--- src/block_transfer_receiver_top_defines.svh ---
// ----------------------------------------------------------------------------
// Block transfer receiver: assertion macros
// Concurrent assertion wrappers used by the receiver top level. They compile
// to nothing when SYNTHESIS is defined.
// ----------------------------------------------------------------------------
`ifndef BLOCK_TRANSFER_RECEIVER_TOP_DEFINES_SVH
`define BLOCK_TRANSFER_RECEIVER_TOP_DEFINES_SVH

`ifndef SYNTHESIS

// Checks that a condition holds at every clock edge outside reset.
`define BTR_ASSERT(lbl, cond, msg) \
    lbl: assert property (@(posedge clk) disable iff (!rst_n) (cond)) else $error(msg);

// Checks that a consequent holds in the same cycle as its antecedent.
`define BTR_ASSERT_IMPL(lbl, ante, cons, msg) \
    lbl: assert property (@(posedge clk) disable iff (!rst_n) (ante) |-> (cons)) \
        else $error(msg);

// Checks that a consequent holds in the cycle after its antecedent.
`define BTR_ASSERT_NEXT(lbl, ante, cons, msg) \
    lbl: assert property (@(posedge clk) disable iff (!rst_n) (ante) |=> (cons)) \
        else $error(msg);

`else

`define BTR_ASSERT(lbl, cond, msg)
`define BTR_ASSERT_IMPL(lbl, ante, cons, msg)
`define BTR_ASSERT_NEXT(lbl, ante, cons, msg)

`endif

`endif

--- src/btr_pkg.sv ---
// ----------------------------------------------------------------------------
// Block transfer receiver package
// Word types, message codes, phase and status encodings of the receiver.
// ----------------------------------------------------------------------------
package btr_pkg;

    // Largest block length that is accepted.
    localparam logic [7:0] MAX_BLOCK_LEN = 8'd128;

    localparam logic [7:0] RETRY_LIMIT_RESET = 8'd10;
    localparam logic [7:0] SEQ_RESET = 8'd1;
    localparam logic [7:0] ERR_MAX = 8'hff;

    // Operations of an input word.
    localparam logic [1:0] OP_START = 2'd0;
    localparam logic [1:0] OP_MESSAGE = 2'd1;
    localparam logic [1:0] OP_TIMEOUT = 2'd2;

    // Control message codes.
    localparam logic [7:0] CODE_SOH = 8'h01;
    localparam logic [7:0] CODE_EOT = 8'h04;
    localparam logic [7:0] CODE_CAN = 8'h18;

    // Reply codes.
    localparam logic [1:0] REPLY_NONE = 2'd0;
    localparam logic [1:0] REPLY_NAK = 2'd1;
    localparam logic [1:0] REPLY_ACK = 2'd2;
    localparam logic [1:0] REPLY_CAN = 2'd3;

    // Session status codes.
    localparam logic [2:0] STATUS_IDLE = 3'd0;
    localparam logic [2:0] STATUS_RUN = 3'd1;
    localparam logic [2:0] STATUS_DONE = 3'd2;
    localparam logic [2:0] STATUS_ABORT = 3'd3;
    localparam logic [2:0] STATUS_CANCEL = 3'd4;

    typedef enum logic [1:0] {
        PH_IDLE = 2'd0,
        PH_HANDSHAKE = 2'd1,
        PH_DATA = 2'd2
    } phase_t;

    typedef struct packed {
        logic [1:0] operation;
        logic [7:0] command_code;
        logic [7:0] seq_first;
        logic [7:0] seq_second;
        logic [7:0] block_len;
        logic       data_ok;
        logic       sink_ok;
        logic       space_ok;
    } item_t;

    typedef struct packed {
        logic [1:0]  reply_code;
        logic        deliver;
        logic [7:0]  delivered_len;
        logic [2:0]  session_status;
        logic [15:0] blocks_received;
    } result_t;

endpackage

--- src/block_transfer_receiver_top.sv ---
// ----------------------------------------------------------------------------
// Block transfer receiver top level
// Session controller for the receiving end of a block transfer carried over
// control messages (SOH, EOT, CAN): replies, block delivery and session status.
// ----------------------------------------------------------------------------
// Usage:
// Input words (item, item_valid/item_ready) carry one event each: a session
// start, a received control message or a receive timeout. Every input word
// produces exactly one result word (result, result_valid/result_ready) that
// names the reply to send (none, NAK, ACK or CAN), whether the block of an
// SOH is handed on, and the session status and block count after the word.
// The retry limit is written over the cfg channel, which is always ready; it
// should only be written while no word is in flight.
// An accepted input word waits in the input register and moves to the result
// register once that is empty or being emptied. The block takes one word per
// clock while results are taken; the session state is updated in the same
// cycle that moves a word from the input register to the result register.
// Reset clears the session to idle, the expected sequence to one, the error
// and block counts to zero, and the retry limit to ten. When the receiver of
// results stalls, the result register holds, the input register fills, and
// item_ready drops until the result is taken.
module block_transfer_receiver_top
    import btr_pkg::*;
(
    input  logic    clk,
    input  logic    rst_n,
    input  logic    item_valid,
    output logic    item_ready,
    input  item_t   item,
    output logic    result_valid,
    input  logic    result_ready,
    output result_t result,
    input  logic    cfg_valid,
    output logic    cfg_ready,
    input  logic [7:0] cfg_data
);

`include "block_transfer_receiver_top_defines.svh"

    // Configuration register.
    logic [7:0] retry_limit_reg;

    // Input register.
    logic  stage_valid_reg;
    item_t stage_reg;

    // Result register.
    logic    result_valid_reg;
    result_t result_reg;
    result_t result_next;

    // Session state.
    phase_t      phase_reg, phase_next;
    logic [7:0]  seq_reg, seq_next;
    logic [7:0]  err_reg, err_next;
    logic        cancel_reg, cancel_next;
    logic [15:0] count_reg, count_next;

    logic       advance;
    logic       ended;
    logic       seq_match;
    logic [7:0] err_inc;

    // A word moves into the result register when the result register is
    // empty or is being emptied in this same cycle.
    assign advance = stage_valid_reg && (!result_valid_reg || result_ready);
    assign item_ready = !stage_valid_reg || advance;
    assign cfg_ready = 1'b1;
    assign result_valid = result_valid_reg;
    assign result = result_reg;

    always_ff @(posedge clk or negedge rst_n)
    begin
        if (!rst_n)
        begin
            retry_limit_reg <= RETRY_LIMIT_RESET;
        end
        else if (cfg_valid)
        begin
            retry_limit_reg <= cfg_data;
        end
    end

    always_ff @(posedge clk or negedge rst_n)
    begin
        if (!rst_n)
        begin
            stage_valid_reg <= 1'b0;
        end
        else if (item_ready)
        begin
            stage_valid_reg <= item_valid;
        end
    end

    always_ff @(posedge clk)
    begin
        if (item_ready && item_valid)
        begin
            stage_reg <= item;
        end
    end

    always_ff @(posedge clk or negedge rst_n)
    begin
        if (!rst_n)
        begin
            result_valid_reg <= 1'b0;
        end
        else if (advance)
        begin
            result_valid_reg <= 1'b1;
        end
        else if (result_ready)
        begin
            result_valid_reg <= 1'b0;
        end
    end

    always_ff @(posedge clk)
    begin
        if (advance)
        begin
            result_reg <= result_next;
        end
    end

    always_ff @(posedge clk or negedge rst_n)
    begin
        if (!rst_n)
        begin
            phase_reg  <= PH_IDLE;
            seq_reg    <= SEQ_RESET;
            err_reg    <= '0;
            cancel_reg <= 1'b0;
            count_reg  <= '0;
        end
        else if (advance)
        begin
            phase_reg  <= phase_next;
            seq_reg    <= seq_next;
            err_reg    <= err_next;
            cancel_reg <= cancel_next;
            count_reg  <= count_next;
        end
    end

    // The error count saturates rather than wrapping.
    assign err_inc = (err_reg == ERR_MAX) ? err_reg : err_reg + 8'd1;
    assign seq_match = (stage_reg.seq_first == seq_reg) &&
                       (stage_reg.seq_second == ~seq_reg);

    always_comb
    begin
        phase_next  = phase_reg;
        seq_next    = seq_reg;
        err_next    = err_reg;
        cancel_next = cancel_reg;
        count_next  = count_reg;
        ended       = 1'b0;
        result_next = '0;
        result_next.reply_code = REPLY_NONE;
        result_next.session_status = STATUS_IDLE;

        if (stage_reg.operation == OP_START)
        begin
            // A start restarts the session from any phase.
            phase_next  = PH_HANDSHAKE;
            seq_next    = SEQ_RESET;
            err_next    = '0;
            cancel_next = 1'b0;
            count_next  = '0;
            if (retry_limit_reg == 8'd0)
            begin
                result_next.reply_code = REPLY_CAN;
                result_next.session_status = STATUS_ABORT;
                ended = 1'b1;
            end
            else
            begin
                result_next.reply_code = REPLY_NAK;
            end
        end
        else if (phase_reg != PH_IDLE &&
                 (stage_reg.operation == OP_MESSAGE || stage_reg.operation == OP_TIMEOUT))
        begin
            if (stage_reg.operation == OP_MESSAGE && stage_reg.command_code == CODE_CAN)
            begin
                // Two CAN messages in a row cancel the session.
                if (cancel_reg)
                begin
                    result_next.session_status = STATUS_CANCEL;
                    ended = 1'b1;
                end
                else
                begin
                    cancel_next = 1'b1;
                    if (phase_reg == PH_HANDSHAKE)
                    begin
                        if (err_reg >= retry_limit_reg)
                        begin
                            result_next.reply_code = REPLY_CAN;
                            result_next.session_status = STATUS_ABORT;
                            ended = 1'b1;
                        end
                        else
                        begin
                            result_next.reply_code = REPLY_NAK;
                        end
                    end
                end
            end
            else if (stage_reg.operation == OP_MESSAGE &&
                     stage_reg.command_code == CODE_SOH)
            begin
                phase_next  = PH_DATA;
                err_next    = '0;
                cancel_next = 1'b0;
                if (seq_match)
                begin
                    if (!stage_reg.space_ok)
                    begin
                        result_next.reply_code = REPLY_CAN;
                        result_next.session_status = STATUS_ABORT;
                        ended = 1'b1;
                    end
                    else if (!stage_reg.data_ok || stage_reg.block_len > MAX_BLOCK_LEN)
                    begin
                        // The count was cleared by this SOH, so it becomes one.
                        err_next = 8'd1;
                        if (retry_limit_reg <= 8'd1)
                        begin
                            result_next.reply_code = REPLY_CAN;
                            result_next.session_status = STATUS_ABORT;
                            ended = 1'b1;
                        end
                        else
                        begin
                            result_next.reply_code = REPLY_NAK;
                        end
                    end
                    else if (!stage_reg.sink_ok)
                    begin
                        result_next.reply_code = REPLY_NAK;
                    end
                    else
                    begin
                        result_next.reply_code = REPLY_ACK;
                        result_next.deliver = 1'b1;
                        result_next.delivered_len = stage_reg.block_len;
                        count_next = count_reg + 16'd1;
                        seq_next = seq_reg + 8'd1;
                    end
                end
                else
                begin
                    result_next.reply_code = REPLY_NAK;
                end
            end
            else if (stage_reg.operation == OP_MESSAGE &&
                     stage_reg.command_code == CODE_EOT && phase_reg == PH_DATA)
            begin
                cancel_next = 1'b0;
                result_next.reply_code = REPLY_ACK;
                result_next.session_status = STATUS_DONE;
                ended = 1'b1;
            end
            else
            begin
                // Unknown code, early EOT or timeout counts as an error.
                cancel_next = 1'b0;
                err_next = err_inc;
                if (err_inc >= retry_limit_reg)
                begin
                    result_next.reply_code = REPLY_CAN;
                    result_next.session_status = STATUS_ABORT;
                    ended = 1'b1;
                end
                else if (phase_reg == PH_HANDSHAKE)
                begin
                    result_next.reply_code = REPLY_NAK;
                end
            end
        end

        if (ended)
        begin
            phase_next = PH_IDLE;
        end
        else if (phase_next != PH_IDLE)
        begin
            result_next.session_status = STATUS_RUN;
        end
        result_next.blocks_received = count_next;
    end

    // A delivered block is always acknowledged.
    `BTR_ASSERT_IMPL(a_deliver_ack, result_valid_reg && result_reg.deliver,
        result_reg.reply_code == REPLY_ACK, "delivered block without ACK")

    // A length is reported only for a delivered block.
    `BTR_ASSERT_IMPL(a_len_deliver, result_valid_reg && result_reg.delivered_len != 8'd0,
        result_reg.deliver, "delivered length without delivery")

    // A result that ends the session leaves the receiver idle.
    `BTR_ASSERT_NEXT(a_end_idle, advance && ended, phase_reg == PH_IDLE,
        "session end did not return to idle")

    // The input side stalls only behind a full, stalled result register.
    `BTR_ASSERT_IMPL(a_stall_cause, !item_ready,
        stage_valid_reg && result_valid_reg && !result_ready,
        "input stalled without a downstream stall")

endmodule

--- config.mk ---
export PLATFORM = sky130hd
export DESIGN_NAME = block_transfer_receiver_top
export DESIGN_NICKNAME = d
export VERILOG_FILES = /design/src/btr_pkg.sv /design/src/block_transfer_receiver_top.sv
export VERILOG_INCLUDE_DIRS = /design/src /design/src/src
export SDC_FILE = /design/constraint.sdc
export NUM_CORES = 1
export LEC_CHECK = 0
export ABC_AREA = 0
export ABC_CLOCK_PERIOD_IN_PS = 2950
export BUFFER_PORTS_ARGS = -buffer_cell sky130_fd_sc_hd__buf_2
export CAP_MARGIN = 20
export CORE_MARGIN = 2
export CORE_UTILIZATION = 35
export CTS_BUF_LIST = sky130_fd_sc_hd__clkbuf_8
export CTS_CLUSTER_DIAMETER = 60
export DETAILED_ROUTE_END_ITERATION = 7
export PLACE_DENSITY_LB_ADDON = 0.2
export SLEW_MARGIN = 10
export SYNTH_ARGS = -nofsm -noshare
export SYNTH_HDL_FRONTEND = slang
export SYNTH_SLANG_ARGS = --single-unit
--- constraint.sdc ---
create_clock -name clk -period 2.95 [get_ports clk]
set_input_delay 0.295 -clock clk [delete_from_list [all_inputs] [get_ports clk]]
set_output_delay 0.295 -clock clk [all_outputs]
set_load 0.05 [all_outputs]
==> insert_results.sql <==
INSERT INTO impl_metrics (metric_group, metric, value, unit) VALUES
('outcome', 'outcome', 'complete, no violations', ''),
('worst_setup_path', 'timing.rr.start', 'err_reg[4]', ''),
('floorplan', 'ports_placed_on_the_boundary', '83', ''),
('floorplan', 'dieWidth', '133.4', 'um'),
('layout', 'max_reg_flops', '37', ''),
('floorplan', 'core.rowCount', '47', ''),
('layout', 'layout-drive-gt1-share', '24.12', '%'),
('synth', 'synth_common_cells', '67 x edfxtp_1, 43 x nand2_1, 42 x dfrtp_1, 41 x nor2_1', ''),
('layout', 'final_core_util', '41.50', '%'),
('worst_setup_path', 'critical_path_arrival', '2.91', 'ns'),
('job', 'drv.max_cap_violation_count', '0', ''),
('timing', 'timing.final.crit_share', '93.14', '%'),
('drt', 'initialDrtViolationCount', '380', ''),
('worst_setup_path', 'cp-end-kind', 'flip-flop', ''),
('cts', 'cts_tree', 'yes', ''),
('timing', 'fmax', '364.0', 'MHz'),
('layout', 'syn2layout_area_growth', '16.54', '%'),
('timing', 'finalSetupViolations', '0', ''),
('synth', 'synth_enable_flop_cells', '67', ''),
('synth', 'synth_top_family_by_area', 'simple AND/OR/NAND/NOR gates', ''),
('synth', 'syn_area_per_cell', '11.23', 'um^2'),
('place', 'dp_worst_setup_slack', '0.05969', 'ns'),
('cts', 'tritoncts.num_buffers', '9', ''),
('place', 'place.port_buffers', '81', ''),
('global_routing', 'track_usage', '14.89', '%'),
('hold_path', 'worst_hold_path_type', 'in2async', ''),
('synth', 'yosysTopAreaCellShare', '34.31', '%'),
('synth', 'synth_fa_ha_area_share', '4.480', '%'),
('worst_setup_path', 'critical_path_peak_fanout', '4', ''),
('timing', 'maxSlewViolCount', '0', ''),
('synth', 'synth-seq-area-share', '53.57', '%'),
('synth', 'yosys_register_bits', '112', ''),
('synth', 'muxShareOfSynthArea', '1.237', '%'),
('power_and_ir_drop', 'power_switching', '1.093', 'mW'),
('synth', 'ys_dominant_reg_cell', 'edfxtp_1', ''),
('worst_setup_path', 'worst_ep_required_time', '3.11', 'ns'),
('worst_setup_path', 'worst_path_bufs_invs', '0', ''),
('synth', 'top_area_cells_in_the_synthesized_netlist', 'edfxtp_1 34%, dfrtp_1 18%, ha_1 4.5%', ''),
('synth', 'synthXorXnorAreaFrac', '2.390', '%'),
('floorplan', 'dieArea', '17810', 'um^2'),
('layout', 'final_area', '6834', 'um^2'),
('drt', 'viasPerCell', '5.131', ''),
('synth', 'synth-compound-area-share', '11.76', '%'),
('worst_setup_path', 'startpoint_type', 'flip-flop', ''),
('power_and_ir_drop', 'netSwitchingFraction', '31.62', '%'),
('floorplan', 'fp.dieH', '133.4', 'um'),
('global_routing', 'vias_in_the_first_global_route', '4233', ''),
('timing', 'max_slew.worst_pin.slew', '0.8977', 'ns'),
('global_routing', 'antenna_found_initial', '0', ''),
('worst_setup_path', 'critical_path_class', 'reg2reg', ''),
('drt', 'route.antenna.remaining_nets', '0', ''),
('drt', 'finalWirelength', '12690', 'um'),
('layout', 'n_antenna_cell', '0', ''),
('cts', 'clk_latency', '0.39', 'ns'),
('worst_setup_path', 'cp_cell_sequence', 'and3_1, nand3_1, or2_1, mux2_1, ha_1, a211oi_1, o21ai_1, a21oi_2, o32ai_1, a221o_1', ''),
('power_and_ir_drop', 'seq_power_share', '53.9', '%'),
('worst_setup_path', 'slowest_delay', '0.36', 'ns'),
('timing', 'finalHoldViolations', '0', ''),
('power_and_ir_drop', 'vdd_drop_max', '0.2599', 'mV'),
('drt', 'wl_per_cell', '15.07', 'um'),
('power_and_ir_drop', 'p_int', '2.363', 'mW'),
('drt', 'route.detailed.drc', '0', ''),
('worst_setup_path', 'cell_family_contributing_the_most_delay_on_the_critical_path', 'compound AO/OA/AOI/OAI gates', ''),
('synth', 'async_flop_share', '40.18', '%'),
('power_and_ir_drop', 'power.density', '505.7', 'nW/um^2'),
('place', 'hpwl', '9156', 'um'),
('power_and_ir_drop', 'leakagePower', '2.865', 'nW'),
('place', 'place.gp.congestion', '0.8458', ''),
('place', 'detailed_place.area', '6619', 'um^2'),
('synth', 'syn-cell-area', '5864', 'um^2'),
('synth', 'yosysWarningCount', '0', '');
## metal layers
metal / global-route usage [%] / up-vias / routed length, um
li1: - / 2143 / -
met1: 20.95 / 2071 / 6238
met2: 23.02 / 95 / 5825
met3: 2.664 / 11 / 491
met4: 5.615 / 0 / 134
met5: 0 / - / 0
## power groups by stage
stage | Combinational, mW | Clock, mW | Sequential [mW]
floorplan | 0.356 | 0 | 1.99
global placement | 0.651 | 0 | 1.89
detailed placement | 0.660 | 0 | 1.90
CTS | 0.664 | 0.968 | 1.87
global route | 0.767 | 1.01 | 1.88
finish | 0.673 | 0.921 | 1.86
## area by class of cell
type,instances,area [um^2]
inverter,23,86.33
clock buffer,9,123.9
fill,1622,9632
sequential,112,3142
tap,220,275.3
clock inverter,7,77.57
multi-input combinational,366,2544
timing repair buffer,105,585.6
## cells in the final DEF, fill, tap and decap left out, types with 14 or more instances in the layout
cell | netlist | layout
xnor2_1 | 14 | 14
inv_1 | 22 | 22
nand3_1 | 14 | 14
nand2_1 | 43 | 43
o21ai_1 | 22 | 22
dfrtp_1 | 42 | 42
buf_2 | 0 | 81
nor3_1 | 16 | 16
ha_1 | 21 | 19
nor2_1 | 41 | 41
buf_4 | 2 | 24
edfxtp_1 | 67 | 67
nor3b_1 | 17 | 17
## kinds of logic after synthesis
| group | count (synthesis) |
|---|---|
| other | 1 |
| buffers and inverters | 44 |
| xor gates and xnor gates | 16 |
| AOI/OAI and AO/OA | 99 |
| muxes | 7 |
| adders and majority gates | 21 |
| and+or+nand+nor | 222 |
| DFF | 112 |
## what timing repair did
action / in CTS / in global routing
buffers inserted: 0 / 1
hold buffers: 0 / 0
resized for setup: 0 / 2
setup endpoints to repair: 0 / 6
## final timing paths
check	to	slack [ns]	cells after the start
max	result[28]	0.20	10
min	err_reg[6]	0.02	1
max reg2reg	result[28]	0.20	10
min reg2reg	result_valid	0.51	1
max in group asynchronous	retry_limit_reg[3]	2.15	2
min in group clk	stage_reg[33]	0.07	1
Note: power is estimated with default switching activity, not from simulation.
